### src/rtl/assert_macros.svh
// Assertion macros used by the queue of the Gaussian sample scaler
`ifndef ASSERT_MACROS_SVH
`define ASSERT_MACROS_SVH

// Condition must hold in the same cycle as the antecedent
`define PGS_ASSERT_IMPLY(label, clk, rst, ante, cons, msg) \
   label: assert property (@(posedge clk) disable iff (rst) (ante) |-> (cons)) else $error(msg);

// Condition must hold in the cycle after the antecedent
`define PGS_ASSERT_NEXT(label, clk, rst, ante, cons, msg) \
   label: assert property (@(posedge clk) disable iff (rst) (ante) |=> (cons)) else $error(msg);

`endif

### src/rtl/pgs_pkg.sv
// Shared types and constants of the polar Gaussian sample scaler
`default_nettype none
package pgs_pkg;

   localparam int QDEPTH     = 4;
   localparam int QPTR_W     = $clog2(QDEPTH);
   localparam int LOG_STEPS  = 24;
   localparam int DIV_STEPS  = 30;
   localparam int SQRT_STEPS = 15;

   localparam logic [31:0] RR_ONE  = 32'h4000_0000;
   localparam logic [31:0] LN2_Q32 = 32'd2977044472;

   typedef enum logic [1:0] {
      MODE_RAW   = 2'd0,
      MODE_SCALE = 2'd1,
      MODE_CLAMP = 2'd2,
      MODE_SPARE = 2'd3
   } pgs_mode_type;

   typedef enum logic [1:0] {
      REG_MODE = 2'd0,
      REG_LOW  = 2'd1,
      REG_HIGH = 2'd2,
      REG_GAIN = 2'd3
   } pgs_reg_type;

   // Accepted pair as queued for the back end
   typedef struct packed {
      logic        xneg;
      logic [30:0] x2;
      logic [30:0] rr;
   } pgs_item_type;

   typedef struct packed {
      logic        xneg;
      logic [30:0] x2;
      logic [30:0] rr;
      logic [28:0] lq;
   } pgs_log_type;

   typedef struct packed {
      logic        xneg;
      logic [14:0] gmag;
   } pgs_root_type;

endpackage
`default_nettype wire

### src/rtl/pgs_front.sv
// Input stage: registers a pair, forms the radius and drops rejected pairs
`default_nettype none
module pgs_front (
   input  logic                  clock,
   input  logic                  reset,
   input  logic                  req_tvalid,
   output logic                  req_tready,
   input  logic [31:0]           req_tdata,   // uniform_x [15:0], uniform_y [31:16]
   input  logic                  q_full,
   output logic                  push,
   output pgs_pkg::pgs_item_type push_item
);
   import pgs_pkg::*;

   logic               fvalid_ff;
   logic signed [15:0] x_ff;
   logic signed [15:0] y_ff;
   logic signed [31:0] xsq;
   logic signed [31:0] ysq;
   logic [31:0]        rr;
   logic               accept;
   logic               fadv;

   assign xsq    = x_ff * x_ff;
   assign ysq    = y_ff * y_ff;
   assign rr     = {1'b0, xsq[30:0]} + {1'b0, ysq[30:0]};
   assign accept = (rr != 32'd0) && (rr <= RR_ONE);

   assign push           = fvalid_ff && accept && !q_full;
   assign fadv           = !fvalid_ff || !accept || !q_full;
   assign req_tready     = fadv;
   assign push_item.xneg = x_ff[15];
   assign push_item.x2   = xsq[30:0];
   assign push_item.rr   = rr[30:0];

   always_ff @(posedge clock) begin
      if (reset) begin
         fvalid_ff <= 1'b0;
      end else if (fadv) begin
         fvalid_ff <= req_tvalid;
      end
   end

   always_ff @(posedge clock) begin
      if (fadv) begin
         x_ff <= req_tdata[15:0];
         y_ff <= req_tdata[31:16];
      end
   end

endmodule
`default_nettype wire

### config.mk
export PLATFORM = sky130hd
export DESIGN_NAME = pgs_front
export DESIGN_NICKNAME = d
export VERILOG_FILES = /design/src/rtl/assert_macros.svh /design/src/rtl/pgs_pkg.sv /design/src/rtl/pgs_front.sv
export SDC_FILE = /design/constraint.sdc
export NUM_CORES = 1
export LEC_CHECK = 0
export ABC_AREA = 1
export BUFFER_PORTS_ARGS = -buffer_cell sky130_fd_sc_hd__buf_2
export CAP_MARGIN = 20
export CORE_UTILIZATION = 30
export DETAILED_ROUTE_END_ITERATION = 16
export PLACE_DENSITY = 0.45
export SYNTH_ARGS = -nofsm -noshare
export SYNTH_HDL_FRONTEND = slang
export SYNTH_SLANG_ARGS = --single-unit
export TNS_END_PERCENT = 10
### constraint.sdc
create_clock -name clock -period 12.9 [get_ports clock]
set_input_delay 0.645 -clock clock [delete_from_list [all_inputs] [get_ports clock]]
set_output_delay 0.645 -clock clock [all_outputs]
set_load 0.05 [all_outputs]
# After elaboration in Yosys (flattened, before gate mapping)
# Cells that the tools add are included.
# totals
regBits,33
in_bits,36
out_inout_bits,65
# op_classes
n_lt_le_gt_ge,1
multipliers,2
n_reduce_logical,9
add_sub_neg,1
# op_table
op,count
16-bit by 16-bit multiplier with 31-bit output,2
31-bit by 31-bit adder with 32-bit output,1
"32-bit by 31-bit <= comparator with 1-bit output, second input constant",1
32-bit nonzero test,1
1-bit logical AND,3
1-bit logical NOT,3
1-bit logical OR,2

# Logic depth before layout (Yosys ltp)
# depth
depth_word,7
mapped_depth,46

# Worst setup path after synthesis
# OpenSTA, ideal clock, no wires.
# synth_path
kind,flip-flop to output port
from,register x_ff[9]
to,output port push
required_ns,12.255
setup_slack_ns,3.158
arrival_ns,9.097
stages_incl_launch_ff,42
cell_sequence,edfxtp_1 clkbuf_1 clkbuf_1 nand2_1 inv_1 fa_1 inv_1 fa_1 fa_1 inv_1 fa_1 fa_1 inv_1 fa_1 inv_1 ha_1 nand2_1 nor2_1 (+6 left out) nor2_1 xnor2_1 ha_1 a21oi_1 o21ai_0 a21oi_1 nand3_1 nand2_1 nand2_1 xnor2_1 nor2_1 nand3_1 nor2_1 nand3_1 nand2_1 nand2_2 nand2_1 nor2_1
# synth_rtl
item,line,source
start: declaration,pgs_front.sv:16,logic signed [15:0] x_ff;
start signal: assignment,pgs_front.sv:46,x_ff <= req_tdata[15:0];
end: declaration,pgs_front.sv:10,"output logic push,"

# Worst setup path in the final report
# layout_path
from,register y_ff[1]
to,output port req_tready
# layout_between
elab_chain_cells,7
elab_cells_between_ends,8
# layout_rtl
item,line,source
start: declaration,pgs_front.sv:17,logic signed [15:0] y_ff;
start signal: assignment,pgs_front.sv:47,y_ff <= req_tdata[31:16];
16-bit by 16-bit multiplier with 31-bit output *,pgs_front.sv:25,assign ysq = y_ff * y_ff;
31-bit by 31-bit adder with 32-bit output *,pgs_front.sv:26,"assign rr = {1'b0, xsq[30:0]} + {1'b0, ysq[30:0]};"
32-bit by 31-bit <= comparator with 1-bit output / 32-bit nonzero test (equally long branches),pgs_front.sv:27,assign accept = (rr != 32'd0) && (rr <= RR_ONE);
1-bit logical AND *,pgs_front.sv:27,
1-bit logical NOT *,pgs_front.sv:30,assign fadv = !fvalid_ff || !accept || !q_full;
1-bit logical OR * (2 in series),pgs_front.sv:30,
end: declaration,pgs_front.sv:7,"output logic req_tready,"
# Mark *: on every way between the ends. The rest lies on a longest branch, timed or not.

==> impl_metrics.yaml <==
logic_synthesis:
  yosys.area.top_type_share_pct: 43.81
  ys_ff_latch: 33
  synthTopCellsByArea: "fa_1 44%, inv_1 15%, ha_1 12%"
  ys_warn_count: 0
  synth_edf_count: 32
  synth_flop_cell: "edfxtp_1"
  netlist_area_mm2: 0.02079
  synthTopCellsByCount: "835 x inv_1, 547 x nand2_1, 455 x fa_1"
  synth-async-reset-ratio_pct: 0
  synth_cell_types: 40
  synth_most_common_cell: "inv_1"
  synth_fp_nets: 3281
  synth_cells: 2586
  synth_area_leader_cell: "fa_1"
  syn_area_per_cell_um2: 8.041
  ys_seq_area_share_pct: 4.717
floorplanning:
  die_w_um: 265.3
  core_area_mm2: 0.06859
  io_pins: 101
  dieArea_mm2: 0.07037
  initial_core_util_pct: 30.32
  die_h_um: 265.3
  num_rows: 96
placement:
  placed_cell_area_mm2: 0.02226
  hpwlAfterDp_um: 47140
  dp.cells: 3558
  portBuffers: 99
  gp_congestion: 0.8589
timing:
  fin_skew_ps: 18.32
  rsz0062_at_grt: "false"
  report.final.setup_viol: 0
  worst_pin_slew_ps: 859.8
  slew_violations: 0
  hold_viol: 0
  relSlewSlack_pct: 42.68
  timing.fmax_mhz: 95.89
  period_minus_slack_ps: 10430
  setup_tns_ps: 0
  finalCritPeriodShare_pct: 80.85
drt:
  wl_met2_um: 25270
  vias: 15630
  drt-initial-drc-count: 702
  ant_nets: 0
  via_per_inst: 4.383
  wirelength_um: 53530
  wl_met1_um: 24560
  drc: 0
  first_pass_iters: 5
  route.met3.wl_um: 3106
  highest_layer: "met4"
  wire_per_inst_um: 15.01
worst_setup_path:
  critPathArrivalTime_ps: 9780
  endpoint_kind: "output pin"
  critical-path-max-stage-delay_ps: 850
  worstPathRequired_ps: 12260
  crit_family: "adder cells"
  crit_top_cell: "nand2_1"
  crit_fanout: 18
  critical_path_class: "reg -> out"
  rrSetupSlack_ps: 3090
  critPathLaunchType: "flip-flop"
  critPathBufInv: 5
  crit_slowest_cell: "edfxtp_1"
finish:
  diodes: 0
  final_area_mm2: 0.02240
  drive_gt1_share_pct: 5.427
  area_growth_pct: 7.726
  final_nets: 3329
  stdcell_count: 3566
  seq_area_um2: 980.9
  multi_input_area_mm2: 0.01640
  nFillCells: 7360
cts:
  cts.sinks: 33
  clock_path_buffers: 2
  post_cts_buffers: 0
  hold_buffers: 0
  cts_resized: 0
  clk_pin_slew_ps: 80
  cts_tree: "yes"
  worstSkewPairLatency_ps: 330
  htreeDepth: 2
  numCtsBuffers: 5
  root_buffer: "clkbuf_16"
grt:
  grt_pass1_wl_um: 87510
  grt_pass1_vias: 16930
  grt_max_degree: 26
  grt_overflow_total: 0
  grt_usage_pct: 16.09
  antenna_found_initial: 1
hold_path:
  hold_class: "in -> reg"
outcome:
  status: "completed"
job:
  cap_violations: 0
[path summary, 6_finish.rpt]
path,startpoint,to,depth (start not counted)
worst min-delay path,reset,fvalid_ff$_SDFFE_PP0P_,2
worst max register to register,y_ff[1]$_DFFE_PP_,y_ff[7]$_DFFE_PP_,38
worst max-delay path,y_ff[1]$_DFFE_PP_,req_tready,37
worst min register to register,fvalid_ff$_SDFFE_PP0P_,x_ff[11]$_DFFE_PP_,3
[cell families (layout without fill, tap and decap cells)]
| family | count (synthesis) | count (layout) | synth area share (%) |
|---|---|---|---|
| compound gates | 140 | 140 | 3.851 |
| xor+xnor | 101 | 101 | 4.344 |
| fa+ha+maj | 659 | 659 | 56.08 |
| buf+inv | 906 | 955 | 16.41 |
| flops | 33 | 33 | 4.717 |
| other cells | 1 | 1 | 0.01803 |
| simple gates | 746 | 746 | 14.58 |
[area by class of cell]
cell class,count,area share [%]
Clock inverter,3,0.05586
Inverter,838,14.04
Multi-Input combinational cell,1647,73.22
Tap cell,931,5.200
Clock buffer,5,0.5586
Sequential cell,33,4.379
Timing Repair Buffer,109,2.547
[cell usage in the layout, fill, tap and decap left out, drive strengths merged]
cell type and instances:
a211oi 3, a21boi 1, a21o 4, a21oi 77
a31o 4, a31oi 12, and2 1, and3 1
buf 109, clkbuf 5, clkinv 5, conb 1
dfxtp 1, edfxtp 32, fa 455, ha 204
inv 836, nand2 556, nand3 47, nand3b 8
nand4 20, nor2 100, nor3 8, o211ai 3
o21ai 22, o21bai 13, o31ai 1, or2 5
xnor2 43, xor2 58
[metal layers]
metal | global-route usage [%] | vias to the layer above
li1 | - | 7491
met1 | 21.86 | 7832
met2 | 27.05 | 281
met3 | 2.703 | 25
met4 | 2.859 | 0
met5 | 0 | -
[sequential cells by signal, summed over array words and instances (netlist names)]
signal / count
x_ff: 16
fvalid_ff: 1
y_ff: 16
[worst reg2reg max path, delay by kind of cell (launching register included)]
family | cells | cell delay (ps)
AO/OA/AOI/OAI | 4 | 850
flip-flops | 1 | 850
buffers and inverters | 5 | 850
XOR/XNOR | 2 | 490
AND/OR/NAND/NOR | 19 | 3110
adder cells (fa/ha/maj) | 8 | 3320
[through the flow]
step / hold WS (ps) / util, % / setup WS (ps)
3_5_place_dp: 808.6 / 32.46 / 2827
6_report: 464.7 / 32.66 / 2471
2_1_floorplan: 707.4 / - / 3158
4_1_cts: 446.1 / 32.66 / 2421
5_1_grt: 465.6 / 32.66 / 1725
3_3_place_gp: 812.6 / 32.46 / 2905
Power is left out: the tool's default activity adds up to more than one toggle a clock period on the data nets, which glitch-free logic cannot reach.
