$ cat src/rtl/assert_macros.svh
// Assertion macros used by the queue of the Gaussian sample scaler
`ifndef ASSERT_MACROS_SVH
`define ASSERT_MACROS_SVH

// Condition must hold in the same cycle as the antecedent
`define PGS_ASSERT_IMPLY(label, clk, rst, ante, cons, msg) \
   label: assert property (@(posedge clk) disable iff (rst) (ante) |-> (cons)) else $error(msg);

// Condition must hold in the cycle after the antecedent
`define PGS_ASSERT_NEXT(label, clk, rst, ante, cons, msg) \
   label: assert property (@(posedge clk) disable iff (rst) (ante) |=> (cons)) else $error(msg);

`endif

$ cat src/rtl/pgs_pkg.sv
// Shared types and constants of the polar Gaussian sample scaler
`default_nettype none
package pgs_pkg;

   localparam int QDEPTH     = 4;
   localparam int QPTR_W     = $clog2(QDEPTH);
   localparam int LOG_STEPS  = 24;
   localparam int DIV_STEPS  = 30;
   localparam int SQRT_STEPS = 15;

   localparam logic [31:0] RR_ONE  = 32'h4000_0000;
   localparam logic [31:0] LN2_Q32 = 32'd2977044472;

   typedef enum logic [1:0] {
      MODE_RAW   = 2'd0,
      MODE_SCALE = 2'd1,
      MODE_CLAMP = 2'd2,
      MODE_SPARE = 2'd3
   } pgs_mode_type;

   typedef enum logic [1:0] {
      REG_MODE = 2'd0,
      REG_LOW  = 2'd1,
      REG_HIGH = 2'd2,
      REG_GAIN = 2'd3
   } pgs_reg_type;

   // Accepted pair as queued for the back end
   typedef struct packed {
      logic        xneg;
      logic [30:0] x2;
      logic [30:0] rr;
   } pgs_item_type;

   typedef struct packed {
      logic        xneg;
      logic [30:0] x2;
      logic [30:0] rr;
      logic [28:0] lq;
   } pgs_log_type;

   typedef struct packed {
      logic        xneg;
      logic [14:0] gmag;
   } pgs_root_type;

endpackage
`default_nettype wire

$ cat src/rtl/pgs_queue.sv
// Short queue between the front end and the arithmetic back end
`default_nettype none
`include "assert_macros.svh"
module pgs_queue (
   input  logic                  clock,
   input  logic                  reset,
   input  logic                  push,
   input  pgs_pkg::pgs_item_type push_item,
   input  logic                  pop,
   output logic                  q_valid,
   output pgs_pkg::pgs_item_type q_item,
   output logic                  q_full
);
   import pgs_pkg::*;

   pgs_item_type      mem [0:QDEPTH-1];
   logic [QPTR_W-1:0] wptr_ff;
   logic [QPTR_W-1:0] rptr_ff;
   logic [QPTR_W:0]   count_ff;
   logic [QPTR_W:0]   count_in;

   assign q_valid = count_ff != '0;
   assign q_full  = count_ff == (QPTR_W + 1)'(QDEPTH);
   assign q_item  = mem[rptr_ff];

   always_comb begin
      count_in = count_ff;
      if (push && !pop) begin
         count_in = count_ff + 1'b1;
      end else if (pop && !push) begin
         count_in = count_ff - 1'b1;
      end
   end

   always_ff @(posedge clock) begin
      if (reset) begin
         wptr_ff  <= '0;
         rptr_ff  <= '0;
         count_ff <= '0;
      end else begin
         if (push) begin
            wptr_ff <= wptr_ff + 1'b1;
         end
         if (pop) begin
            rptr_ff <= rptr_ff + 1'b1;
         end
         count_ff <= count_in;
      end
   end

   always_ff @(posedge clock) begin
      if (push) begin
         mem[wptr_ff] <= push_item;
      end
   end

   `PGS_ASSERT_IMPLY(a_no_overfill, clock, reset, 1'b1, count_ff <= (QPTR_W + 1)'(QDEPTH), "queue overfilled")
   `PGS_ASSERT_IMPLY(a_push_room, clock, reset, push, !q_full, "push into full queue")
   `PGS_ASSERT_IMPLY(a_pop_data, clock, reset, pop, count_ff != '0, "pop from empty queue")
   `PGS_ASSERT_NEXT(a_fill_step, clock, reset, push && !pop, count_ff == $past(count_ff) + 1'b1, "fill count lost a push")

endmodule
`default_nettype wire

$ cat config.mk
export PLATFORM = sky130hd
export DESIGN_NAME = pgs_queue
export DESIGN_NICKNAME = d
export VERILOG_FILES = /design/src/rtl/pgs_pkg.sv /design/src/rtl/pgs_queue.sv
export VERILOG_INCLUDE_DIRS = /design/src /design/src/rtl
export SDC_FILE = /design/constraint.sdc
export NUM_CORES = 1
export LEC_CHECK = 0
export ABC_AREA = 1
export BUFFER_PORTS_ARGS = -buffer_cell sky130_fd_sc_hd__buf_2
export CORE_MARGIN = 2
export CORE_UTILIZATION = 49
export CTS_CLUSTER_SIZE = 24
export DETAILED_ROUTE_END_ITERATION = 8
export GPL_TIMING_DRIVEN = 0
export PLACE_DENSITY_LB_ADDON = 0.3
export SYNTH_ARGS = -nofsm -noshare
export SYNTH_HDL_FRONTEND = slang
export SYNTH_SLANG_ARGS = --single-unit
$ cat constraint.sdc
create_clock -name clock -period 2.4 [get_ports clock]
set_input_delay 0.24 -clock clock [delete_from_list [all_inputs] [get_ports clock]]
set_output_delay 0.24 -clock clock [all_outputs]
set_load 0.03 [all_outputs]
Word level (Yosys, flattened, before mapping)
Memory sizes are Yosys's and may differ from the RTL's. A register that Yosys moved wholly into a read port is not among the register bits.
Cells that the tools add are included.

operators by class
  $add $sub $neg = 4
  multiply operators = 0
  div/mod/pow operators = 0
  $lt $le $gt $ge = 0
  eq/ne operators = 1
  shift operators = 0
  muxes and demuxes = 6
  bitwise operators = 0
  reductions and logical operators = 6

operator list
  cell                 count
  $mux 3               2
  $add 2x1->2 const B  2
  $mux 2               2
  $add 3x1->3 const B  1
  $eq 3x3->1 const B   1
  $reduce_bool 3->1    1
  $sub 3x1->3 const B  1
  $logic_and 1x1->1    2
  $logic_not 1->1      2
  $mux 1               2
  $reduce_bool 2->1    1

word-level totals
  bits in registers = 7
  latch bits = 0
  bits in writable memories = 252
  memory bits (read-only) = 0
  bits of input ports = 67
  output and inout bits = 65
  logic and storage cells = 21
  memories kept = 1

memory list
  memory  depth  bits a word  read ports  clocked after memory_dff  write ports  RTL line         RTL
  mem     4      63           1           1                         1            pgs_queue.sv:16  pgs_item_type mem [0:QDEPTH-1];

Depth between registers and ports, before layout
  depth after elaboration = 4
  depth in mapped cells = 10
  mapped depth without buffers = 10

Worst setup path after synthesis
OpenSTA, ideal clock, no wires.

  path kind = register to register
  from = reg wptr_ff[0]
  to = mem mem[2][0] (netlist bit), enable pin
  arrival = 1.814 ns
  setup slack = 0.169 ns
  stages on the path, launching flop included = 5
  buffers on the path = 0
  clock period less this slack = 2.231 ns
  path through = dfxtp_1 > inv_1 > ha_1 > nand2_1 > inv_1

RTL lines
  what                    RTL line         RTL
  start, declared         pgs_queue.sv:17  logic [QPTR_W-1:0] wptr_ff;
  start signal, assigned  pgs_queue.sv:42  wptr_ff <= wptr_ff + 1'b1;
  end, declared           pgs_queue.sv:16

No word-level cell before the write port.

==> flow_summary.json <==
{
  "switching_share_pct": 24.3,
  "final_common_cell": "edfxtp_1",
  "ys_seq_area_share_pct": 77.2,
  "ys_types": 25,
  "required_ps": 2160,
  "wl_um": 21600,
  "drive_above_1_share_pct": 30.5,
  "min_period_ps": 2280,
  "final_cell_mix": "edfxtp_1, buf_2, o21ai_0, nor2_1, dlygate4sd3_1",
  "tightest_slew_ps": 911,
  "layout_setup_ws_ps": 115,
  "clk_path_buf_depth": 3,
  "final-max-slew-violation-count": 0,
  "die_w_um": 147,
  "start_kind": "flop",
  "placeableCoreArea_mm2": 0.0202,
  "place_inst": 1072,
  "viasPerCell": 5.22,
  "yosys_warnings": 0,
  "via_count": 6173,
  "postCtsSetupBuffers": 0,
  "path_clk_slew_ps": 60,
  "dpl.hpwl_um": 12600,
  "timing.final.crit_share_pct": 95.2,
  "yosys_register_bits": 261,
  "syn_avg_cell_area_um2": 15.0,
  "max_slew_margin_pct": 39.3,
  "r2r_start": "wptr_ff[1]",
  "worstPathArrival_ps": 2040,
  "grt_usage_pct": 19.8,
  "synth_nets": 741,
  "crit_fanout": 10,
  "hold_viol": 0,
  "synth_ff_type": "edfxtp_1",
  "critical_path_class": "flop to output port",
  "initial_core_util_pct": 49.7,
  "intPower_mw": 8.06,
  "setup_viol": 0,
  "synth_edf_count": 252,
  "p_seq_share_pct": 49.3,
  "final_cells": 1183,
  "areaGrowthSynthToFinish_pct": 26.0,
  "hp-class": "input pin to flop",
  "numCtsBuffers": 26,
  "timing.reg2reg.setup_slack_ps": 660,
  "p_comb_share_pct": 12.7,
  "cts.sinks": 261,
  "reg2reg_to": "mem[1][38]",
  "clk_latency_ps": 520,
  "p_leak_nw": 4.56,
  "overflow": 0,
  "fin_setup_tns_ps": 0,
  "power_density_mw_per_mm2": 842,
  "cts_max_level": 1,
  "cts_root_buffer": "clkbuf_16",
  "rr_worst_depth": 4,
  "ant_nets": 0,
  "wl_per_cell_um": 18.2,
  "hold_end": "rptr_ff[0]",
  "cts_tree": "done",
  "row_count": 52,
  "first_iter_violations": 437,
  "skew_ps": 7.89,
  "gp_congestion": 0.708,
  "drc": 0,
  "async_flop_share_pct": 0,
  "max_freq_mhz": 438,
  "first_global_vias": 6332,
  "portBuffers": 131,
  "end_kind": "output port",
  "grt_first_pass_wirelength_um": 33500,
  "maxCapViolations": 0,
  "irDropWorstVdd_mv": 0.711,
  "hold_depth": 4,
  "min_from": "pop",
  "p_clk_share_pct": 38.0,
  "rsz0062_at_grt": "no",
  "design.portCount": 132,
  "p_switching_mw": 2.59,
  "place_ws_ps": 582,
  "antenna_found_initial": 1,
  "die-area_mm2": 0.0216,
  "dr.pass1.iters": 5,
  "die_h_um": 147,
  "syn_inst": 668,
  "grt_max_degree": 64,
  "syn_area_mm2": 0.0100,
  "status": "completed",
  "layout.nets": 966
}
critical path, cell delays in order, from the launching register on:
cell and delay (ps):
dfxtp_1 310, buf_6 150, inv_8 90, clkbuf_1 360
o21ai_0 140, o22ai_1 210, buf_2 250
per-stage QoR:
| step | instance area (um^2) | hold WS [ps] | utilization [%] | total power, mW |
|---|---|---|---|---|
| 3_5_place_dp | 11100 | 418 | 55.1 | 6.62 |
| 4_1_cts | 12600 | 51.3 | 62.6 | 10.7 |
| 5_1_grt | 12600 | 77.2 | 62.6 | 11.0 |
| 3_3_place_gp | 11000 | 415 | 54.7 | 6.60 |
| 6_report | 12600 | 61.2 | 62.6 | 10.6 |
| 2_1_floorplan | 10000 | 312 | - | 6.16 |
state kept, by name, summed over array words and instances, names as in the netlist, named ones only:
| register | count |
|---|---|
| wptr_ff | 2 |
| rptr_ff | 2 |
| count_ff | 3 |
| mem | 252 |
cells by family after synthesis:
| kind of cell | Yosys count | synth area share (%) |
|---|---|---|
| buffers and inverters | 57 | 3.12 |
| xor gates and xnor gates | 1 | 0.0873 |
| AOI/OAI and AO/OA | 197 | 12.5 |
| adders and majority gates | 6 | 0.823 |
| DFF | 261 | 77.2 |
| and+or+nand+nor | 146 | 6.26 |
routing by layer:
layer	vias up	part of all wire [%]	track usage [%]
met2	191	50	34.1
met4	0	2.0	5.00
met5	-	0	0
li1	2954	-	-
met3	34	6.1	3.51
met1	2994	42	26.3
worst max path at each step:
stage,start,end,slack (ps),cells past startpoint
after floorplan,wptr_ff[0],mem[2][0],170,4
final,flop,q_item[36],120,6
after global routing,flop,q_item[36],20,6
after detailed placement,flop,q_item[48],580,5
after CTS,flop,q_item[10],8,6
after global placement,wptr_ff[0],mem[0][48],-840,4
cells in the mapped netlist (all sizes together), types with 3 or more instances:
master    n  share of area, %
a21oi     3              0.15
buf      22               1.6
clkbuf   18              0.76
dfxtp     9               1.8
edfxtp  252                75
ha        5              0.62
inv      16              0.67
nand2    10              0.37
nor2    133               5.7
o21ai   131               6.5
o22ai    63               5.8
power groups by stage:
stage,Clock (mW),Combinational (mW),Sequential (mW)
floorplan,0,0.816,5.35
global placement,0,1.24,5.36
detailed placement,0,1.27,5.35
CTS,4.10,1.36,5.25
global route,4.28,1.46,5.26
finish,4.04,1.35,5.25
area by class of cell:
class / count / area [um^2]
antenna: 1 / 2.50
buffer: 39 / 244
clock buffer: 33 / 708
clock inverter: 14 / 159
fill: 1533 / 7530
inverter: 17 / 86.3
multi-input combinational: 350 / 1970
sequential: 261 / 7750
tap: 270 / 338
timing repair buffer: 198 / 1380
what timing repair did:
| action | 4_1_cts | 5_1_grt |
|---|---|---|
| resized for setup | 0 | 18 |
| hold endpoints to repair | 253 | 0 |
| setup endpoints to repair | 0 | 35 |
| hold buffers | 64 | 0 |
No activity file was read; power rests on OpenSTA's default activity.
