--- src/rtl/assert_macros.svh ---
// Assertion macros used by the queue of the Gaussian sample scaler
`ifndef ASSERT_MACROS_SVH
`define ASSERT_MACROS_SVH

// Condition must hold in the same cycle as the antecedent
`define PGS_ASSERT_IMPLY(label, clk, rst, ante, cons, msg) \
   label: assert property (@(posedge clk) disable iff (rst) (ante) |-> (cons)) else $error(msg);

// Condition must hold in the cycle after the antecedent
`define PGS_ASSERT_NEXT(label, clk, rst, ante, cons, msg) \
   label: assert property (@(posedge clk) disable iff (rst) (ante) |=> (cons)) else $error(msg);

`endif

--- src/rtl/pgs_pkg.sv ---
// Shared types and constants of the polar Gaussian sample scaler
`default_nettype none
package pgs_pkg;

   localparam int QDEPTH     = 4;
   localparam int QPTR_W     = $clog2(QDEPTH);
   localparam int LOG_STEPS  = 24;
   localparam int DIV_STEPS  = 30;
   localparam int SQRT_STEPS = 15;

   localparam logic [31:0] RR_ONE  = 32'h4000_0000;
   localparam logic [31:0] LN2_Q32 = 32'd2977044472;

   typedef enum logic [1:0] {
      MODE_RAW   = 2'd0,
      MODE_SCALE = 2'd1,
      MODE_CLAMP = 2'd2,
      MODE_SPARE = 2'd3
   } pgs_mode_type;

   typedef enum logic [1:0] {
      REG_MODE = 2'd0,
      REG_LOW  = 2'd1,
      REG_HIGH = 2'd2,
      REG_GAIN = 2'd3
   } pgs_reg_type;

   // Accepted pair as queued for the back end
   typedef struct packed {
      logic        xneg;
      logic [30:0] x2;
      logic [30:0] rr;
   } pgs_item_type;

   typedef struct packed {
      logic        xneg;
      logic [30:0] x2;
      logic [30:0] rr;
      logic [28:0] lq;
   } pgs_log_type;

   typedef struct packed {
      logic        xneg;
      logic [14:0] gmag;
   } pgs_root_type;

endpackage
`default_nettype wire

--- src/rtl/pgs_scale.sv ---
// Scale, offset, clamp and saturate; holds the result register and drives the pipe enable
`default_nettype none
module pgs_scale (
   input  logic                  clock,
   input  logic                  reset,
   input  logic                  in_valid,
   input  pgs_pkg::pgs_root_type in_data,
   input  pgs_pkg::pgs_mode_type output_mode,
   input  logic signed [31:0]    range_low,
   input  logic signed [31:0]    range_high,
   input  logic [15:0]           spread_gain,
   output logic                  adv,
   input  logic                  out_ready,
   output logic                  out_valid,
   output logic [47:0]           out_data      // normal_value [15:0], scaled_value [47:16]
);
   import pgs_pkg::*;

   logic signed [32:0] width;
   logic [32:0]        wmag;
   logic signed [32:0] msum;
   logic signed [32:0] mid;

   logic               s1_valid_ff;
   logic               s1_xneg_ff;
   logic               s1_neg_ff;
   logic [14:0]        s1_gmag_ff;
   logic [47:0]        s1_prod_ff;

   logic               s2_valid_ff;
   logic               s2_xneg_ff;
   logic               s2_neg_ff;
   logic [14:0]        s2_gmag_ff;
   logic [39:0]        s2_prod_ff;
   logic [63:0]        p2;

   logic signed [41:0] signed_prod;
   logic signed [41:0] total;
   logic signed [41:0] bounded;
   logic [31:0]        scaled_in;
   logic [15:0]        normal_in;

   logic               out_valid_ff;
   logic [47:0]        out_data_ff;

   assign adv   = !out_valid_ff || out_ready;
   assign width = {range_high[31], range_high} - {range_low[31], range_low};
   assign wmag  = width[32] ? 33'(-width) : 33'(width);
   assign msum  = {range_low[31], range_low} + {range_high[31], range_high};
   // Halve toward zero
   assign mid   = (msum + $signed({32'd0, msum[32]})) >>> 1;
   assign p2    = 64'(s1_prod_ff) * 64'(spread_gain);

   always_comb begin
      signed_prod = s2_neg_ff ? -$signed({2'b00, s2_prod_ff}) : $signed({2'b00, s2_prod_ff});
      total       = signed_prod + 42'(mid);
      bounded     = total;
      if (output_mode == MODE_CLAMP) begin
         priority if (total < 42'(range_low)) begin
            bounded = 42'(range_low);
         end else if (total > 42'(range_high)) begin
            bounded = 42'(range_high);
         end else begin
            bounded = total;
         end
      end
      priority if (output_mode == MODE_RAW) begin
         scaled_in = 32'd0;
      end else if (bounded > 42'sd2147483647) begin
         scaled_in = 32'h7FFF_FFFF;
      end else if (bounded < -42'sd2147483648) begin
         scaled_in = 32'h8000_0000;
      end else begin
         scaled_in = bounded[31:0];
      end
      normal_in = s2_xneg_ff ? -{1'b0, s2_gmag_ff} : {1'b0, s2_gmag_ff};
   end

   always_ff @(posedge clock) begin
      if (reset) begin
         s1_valid_ff  <= 1'b0;
         s2_valid_ff  <= 1'b0;
         out_valid_ff <= 1'b0;
      end else if (adv) begin
         s1_valid_ff  <= in_valid;
         s2_valid_ff  <= s1_valid_ff;
         out_valid_ff <= s2_valid_ff;
      end
   end

   always_ff @(posedge clock) begin
      if (adv) begin
         s1_xneg_ff  <= in_data.xneg;
         s1_neg_ff   <= (in_data.xneg && (in_data.gmag != 15'd0)) != width[32];
         s1_gmag_ff  <= in_data.gmag;
         s1_prod_ff  <= 48'(in_data.gmag) * 48'(wmag);
         s2_xneg_ff  <= s1_xneg_ff;
         s2_neg_ff   <= s1_neg_ff;
         s2_gmag_ff  <= s1_gmag_ff;
         s2_prod_ff  <= p2[63:24];
         out_data_ff <= {scaled_in, normal_in};
      end
   end

   assign out_valid = out_valid_ff;
   assign out_data  = out_data_ff;

endmodule
`default_nettype wire

--- config.mk ---
export PLATFORM = sky130hd
export DESIGN_NAME = pgs_scale
export DESIGN_NICKNAME = d
export VERILOG_FILES = /design/src/rtl/assert_macros.svh /design/src/rtl/pgs_pkg.sv /design/src/rtl/pgs_scale.sv
export SDC_FILE = /design/constraint.sdc
export NUM_CORES = 2
export LEC_CHECK = 0
export BUFFER_PORTS_ARGS = -buffer_cell sky130_fd_sc_hd__buf_4
export CORE_ASPECT_RATIO = 0.6
export CORE_MARGIN = 2
export CORE_UTILIZATION = 45
export CTS_CLUSTER_DIAMETER = 100
export DETAILED_ROUTE_END_ITERATION = 16
export GPL_TIMING_DRIVEN = 0
export HOLD_SLACK_MARGIN = 0.1
export SLEW_MARGIN = 20
export SYNTH_ARGS = -nofsm -noshare
export SYNTH_HDL_FRONTEND = slang
export SYNTH_SLANG_ARGS = --single-unit
--- constraint.sdc ---
create_clock -name clock -period 17.25 [get_ports clock]
set_input_delay 3.45 -clock clock [delete_from_list [all_inputs] [get_ports clock]]
set_output_delay 3.45 -clock clock [all_outputs]
set_load 0.005 [all_outputs]
== Yosys cells after proc, flatten, opt, wreduce, memory -nomap -nowiden ==
Cells that the tools add are included.
Word-level totals
  bits in read-only memories: 0
  memory bits (writable): 0
  latch bits: 0
  input bits: 102
  output and inout bits: 50
  register bits: 173
  memories kept: 0
  word-level logic and storage cells: 44
Operators by class
  mux-type cells: 8
  divide/modulo/power cells: 0
  add/subtract/negate cells: 7
  reductions and logical operators: 6
  $lt $le $gt $ge: 4
  bitwise operators: 0
  shift operators: 0
  eq/ne operators: 2
  multiply operators: 2
Operators by type and width (number)
  42-bit two-way mux: 4
  48-bit by 16-bit multiplier with 64-bit output: 1
  15-bit by 33-bit multiplier with 48-bit output: 1
  42-bit by 32-bit adder with 42-bit output: 1
  42-bit by 32-bit > comparator with 1-bit output: 1
  42-bit by 32-bit > comparator with 1-bit output, second input constant: 1
  42-bit by 32-bit < comparator with 1-bit output: 1
  42-bit by 32-bit < comparator with 1-bit output, second input constant: 1
  40-bit negator with 42-bit output: 1
  32-bit by 32-bit adder with 33-bit output: 1
  33-bit by 2-bit adder with 33-bit output: 1
  33-bit two-way mux: 1
  33-bit negator: 1
  32-bit by 32-bit subtractor with 33-bit output: 1
  32-bit two-way mux: 1
  31-bit two-way mux: 1
  15-bit negator with 16-bit output: 1
  15-bit two-way mux: 1
  15-bit nonzero test: 1
  2-bit == test, second input constant: 1
  2-bit logical NOT: 1
  2-bit OR reduction: 1
  1-bit logical AND: 1
  1-bit logical NOT: 1
  other kinds (2): 2

== Logic depth before layout (Yosys ltp) ==
  depth in word-level cells: 10
  depth in mapped cells: 52
  depth with buffers taken out: 51

== Worst setup path before layout ==
OpenSTA, ideal clock, no wires.
  path type: input-to-reg
  start point: input port range_high[0]
  end point: register s1_prod_ff[44] (data pin)
  arrival: 13.907 ns
  setup slack: 3.083 ns
  data required time: 16.990 ns
  stages: 47
  cells stage by stage: inv_1 -> ha_1 -> inv_1 -> fa_1 -> a21o_1 -> a21oi_1 -> o21ai_0 -> a21oi_1 -> o21ai_0 -> or3b_2 -> a21oi_1 -> o2111ai_1 -> nand3_1 -> a31o_2 -> a211oi_1 -> nor2_1 -> o22ai_1 -> clkbuf_1 -> [... 11 more ...] -> fa_1 -> fa_1 -> ha_1 -> a21o_1 -> a21o_1 -> a21oi_1 -> o21ai_0 -> a31oi_1 -> o311a_1 -> o31ai_1 -> o41ai_1 -> o21ai_0 -> o41ai_1 -> o21ai_0 -> o41ai_1 -> o21ai_0 -> o21ai_0 -> xnor2_1
On the way
  longest elaborated chain between the ends: 4
Ends and longest elaborated chain
  start: declaration: RTL line pgs_scale.sv:10  | input logic signed [31:0] range_high,
  32-bit by 32-bit subtractor with 33-bit output *: RTL line pgs_scale.sv:47  | assign width = {range_high[31], range_high} - {range_low[31], range_low};
  33-bit negator: RTL line pgs_scale.sv:48  | assign wmag = width[32] ? 33'(-width) : 33'(width);
  33-bit two-way mux *: RTL line pgs_scale.sv:48
  15-bit by 33-bit multiplier with 48-bit output *: RTL line pgs_scale.sv:96  | s1_prod_ff <= 48'(in_data.gmag) * 48'(wmag);
  end signal: assignment: RTL line pgs_scale.sv:96
  end: declaration: RTL line pgs_scale.sv:28  | logic [47:0] s1_prod_ff;
Mark *: on every way between the ends. The rest lies on a longest branch, timed or not.
A chain may end at the register's enable or synchronous reset.

== Worst setup path after layout ==
Ends and elaborated chain as after synthesis.

==> reports/metrics.yaml <==
run_status:
  outcome: "complete, no violations"
timing:
  drv_slew: 0
  fin_ws_ps: 481
  period_minus_slack_ps: 16770
  skew_ps: 18.3
  fmax_mhz: 59.6
  hold_violations: 0
  max_slew_margin: 0.194
  finalSetupViolCount: 0
  fin_setup_tns_ps: 0
  tightest_slew_ps: 1200
  layout_worst_path_cycle_share: 0.972
yosys:
  ys_warn_count: 0
  ys.flop_type: "edfxtp_1"
  synth_edf_count: 170
  ys_seq_area_frac: 0.0981
  synth.most_common_cell: "fa_1"
  async_reset_ff_frac: 0
  synth_fp_nets: 7427
  ys_ff_latch: 173
  synthTopCellsByArea: "fa_1, ha_1, edfxtp_1"
  syn_area_sq_um: 52700
  synth_area_per_cell_sq_um: 9.01
  yosysTopAreaCellShare: 0.397
  yosysTopAreaCell: "fa_1"
  ys_top_cells_by_count: "fa_1, inv_1, nand2_1"
  synth_cells: 5845
  synth_cell_types: 83
setup_path:
  slowest_delay_ps: 810
  cp_common_cell: "fa_1"
  rr_worst_depth: 34
  critical_path_arrival_ps: 16990
  end_kind: "flip-flop"
  crit_type: "primary input to flip-flop"
  required_ps: 17470
  rr_endpoint: "out_data[43]$_SDFFCE_PP0P_"
  start_kind: "primary input"
  reg2reg_slack_ps: 6240
  crit_slowest_cell: "xnor2_1"
  worst-path-max-fanout: 10
  r2r_start: "s2_prod_ff[3]$_DFFE_PP_"
finish:
  fillerInstances: 11150
  drive_above_1_share: 0.0422
  fin_nets: 7585
  syn2layout_area_growth_pct: 7.38
  instances_no_fill: 7556
global_routing:
  grt_pass1_vias: 43585
  grt_max_degree: 56
  antenna_found_initial: 3
  grt_pass1_wl_mm: 278
  track_usage: 0.313
  overflow: 0
worst_hold_path:
  min_to: "s2_gmag_ff[0]$_DFFE_PP_"
  min_path_type: "flip-flop to flip-flop"
  min_from: "s1_gmag_ff[0]$_DFFE_PP_"
  whs_path_depth: 0
routing:
  drc_errors: 0
  firstDrtPassIters: 5
  postRouteAntennaNets: 0
  routed_wl_mm: 183
  viasPerCell: 5.64
  num_vias: 42580
  drt_iter0_markers: 4349
  wl_per_cell_microns: 24.2
floorplanning:
  io-pin-count: 152
  core_sq_um: 116000
  initial_core_util: 0.452
  die_h_microns: 269
  die_w_microns: 446
  dieArea_sq_um: 120000
  rows: 97
job:
  maxCapViolations: 0
place:
  place_inst: 7518
  port_buffers: 136
  dp_hpwl_mm: 156
  dp_slack_ps: -1000
  gp_congestion: 0.986
cts:
  clk_latency_ps: 510
  cts_tree: "built"
  numCtsBuffers: 17
  h-tree-depth: 4
  cts.sinks: 173
  cts_root_buffer: "clkbuf_16"
  clk_path_buf_depth: 2
  clk_pin_slew_ps: 100
-- state kept, by name, indices dropped and copies added (netlist names) --
register and count:
out_valid 1, s2_gmag_ff 15, s2_xneg_ff 1, s2_neg_ff 1
s1_neg_ff 1, s1_gmag_ff 15, s1_xneg_ff 1, s1_valid_ff 1
s2_prod_ff 40, out_data 48, s1_prod_ff 48, s2_valid_ff 1
-- layout by cell type (no fill, tap or decap), types with 16 or more instances in the layout --
cell type,netlist,final
a211oi_1,23,22
a21o_1,83,83
a21oi_1,198,195
a22oi_1,28,28
and2_1,394,394
and3_1,19,19
buf_1,18,18
buf_4,0,138
clkbuf_1,241,233
clkbuf_16,0,17
edfxtp_1,170,170
fa_1,1045,1045
ha_1,435,435
inv_1,1008,1008
nand2_1,978,978
nand2b_1,47,46
nand3_1,42,42
nand4_1,35,35
nor2_1,169,169
nor2b_1,47,47
nor3_1,56,56
nor4_1,24,23
o21a_1,24,24
o21ai_0,128,126
o21bai_1,32,32
o22ai_1,33,32
o31ai_1,30,30
or2_2,22,22
or3_1,24,24
or4_1,16,16
xnor2_1,223,210
xor2_1,53,51
-- metrics by stage --
| stage | area (sq um) | hold WS [ps] | util |
|---|---|---|---|
| 5_1_grt | 56500 | 416 | 0.486 |
| 3_3_place_gp | 55600 | 401 | 0.478 |
| 3_5_place_dp | 55700 | 405 | 0.479 |
| 2_1_floorplan | 52700 | 400 | - |
| 4_1_cts | 56400 | 407 | 0.484 |
| 6_report | 56500 | 408 | 0.486 |
-- kinds of logic after synthesis --
family | after synthesis | share of synthesized area
simple gates | 1903 | 0.171
fa+ha+maj | 1480 | 0.501
buf+inv | 1279 | 0.0916
compound gates | 725 | 0.0904
xor+xnor | 278 | 0.0468
flops | 173 | 0.0981
mux | 7 | 0.00133
-- area by class of cell --
cell class / count / area [sq um] / area share
sequential: 173 / 5160 / 0.0913
antenna: 6 / 15.0 / 0.000266
multi-input combinational: 4393 / 42900 / 0.758
clock inverter: 15 / 195 / 0.00345
buffer: 265 / 1020 / 0.0181
timing repair buffer: 142 / 1130 / 0.0199
clock buffer: 17 / 425 / 0.00752
tap: 1534 / 1920 / 0.0339
inverter: 1011 / 3790 / 0.0671
-- critical path, delay by kind of cell --
kind	cells	cell delay, ps
AO/OA/AOI/OAI	23	6200
XOR/XNOR	2	960
buffers and inverters	8	1510
AND/OR/NAND/NOR	5	790
adder cells (fa/ha/maj)	9	4040
-- how the worst max path moves through the flow --
stage,start,to,slack (ps),cells past startpoint
CTS,range_high[0],s1_prod_ff[44]$_DFFE_PP_,90,48
detailed placement,range_high[0],s1_prod_ff[44]$_DFFE_PP_,-1000,49
floorplan,range_high[0],s1_prod_ff[44]$_DFFE_PP_,3080,47
global route,range_high[0],s1_prod_ff[44]$_DFFE_PP_,-5,47
finish,range_high[0],s1_prod_ff[44]$_DFFE_PP_,480,47
global placement,range_high[0],s1_prod_ff[44]$_DFFE_PP_,-1060,49
-- metal layers --
layer  share of wire  GRT usage
met1            0.46      0.476
met5         0.00021          0
met2            0.39      0.427
met3            0.14      0.116
met4           0.015     0.0444
-- repair_timing --
action,CTS,global route
resized for setup,6,24
hold buffers,0,0
setup endpoints to repair,6,12
setup buffers,0,2
gates cloned,0,0
pin swaps,0,1
Power is left out: the tool's default activity adds up to more than one toggle a clock period on the data nets, which glitch-free logic cannot reach.
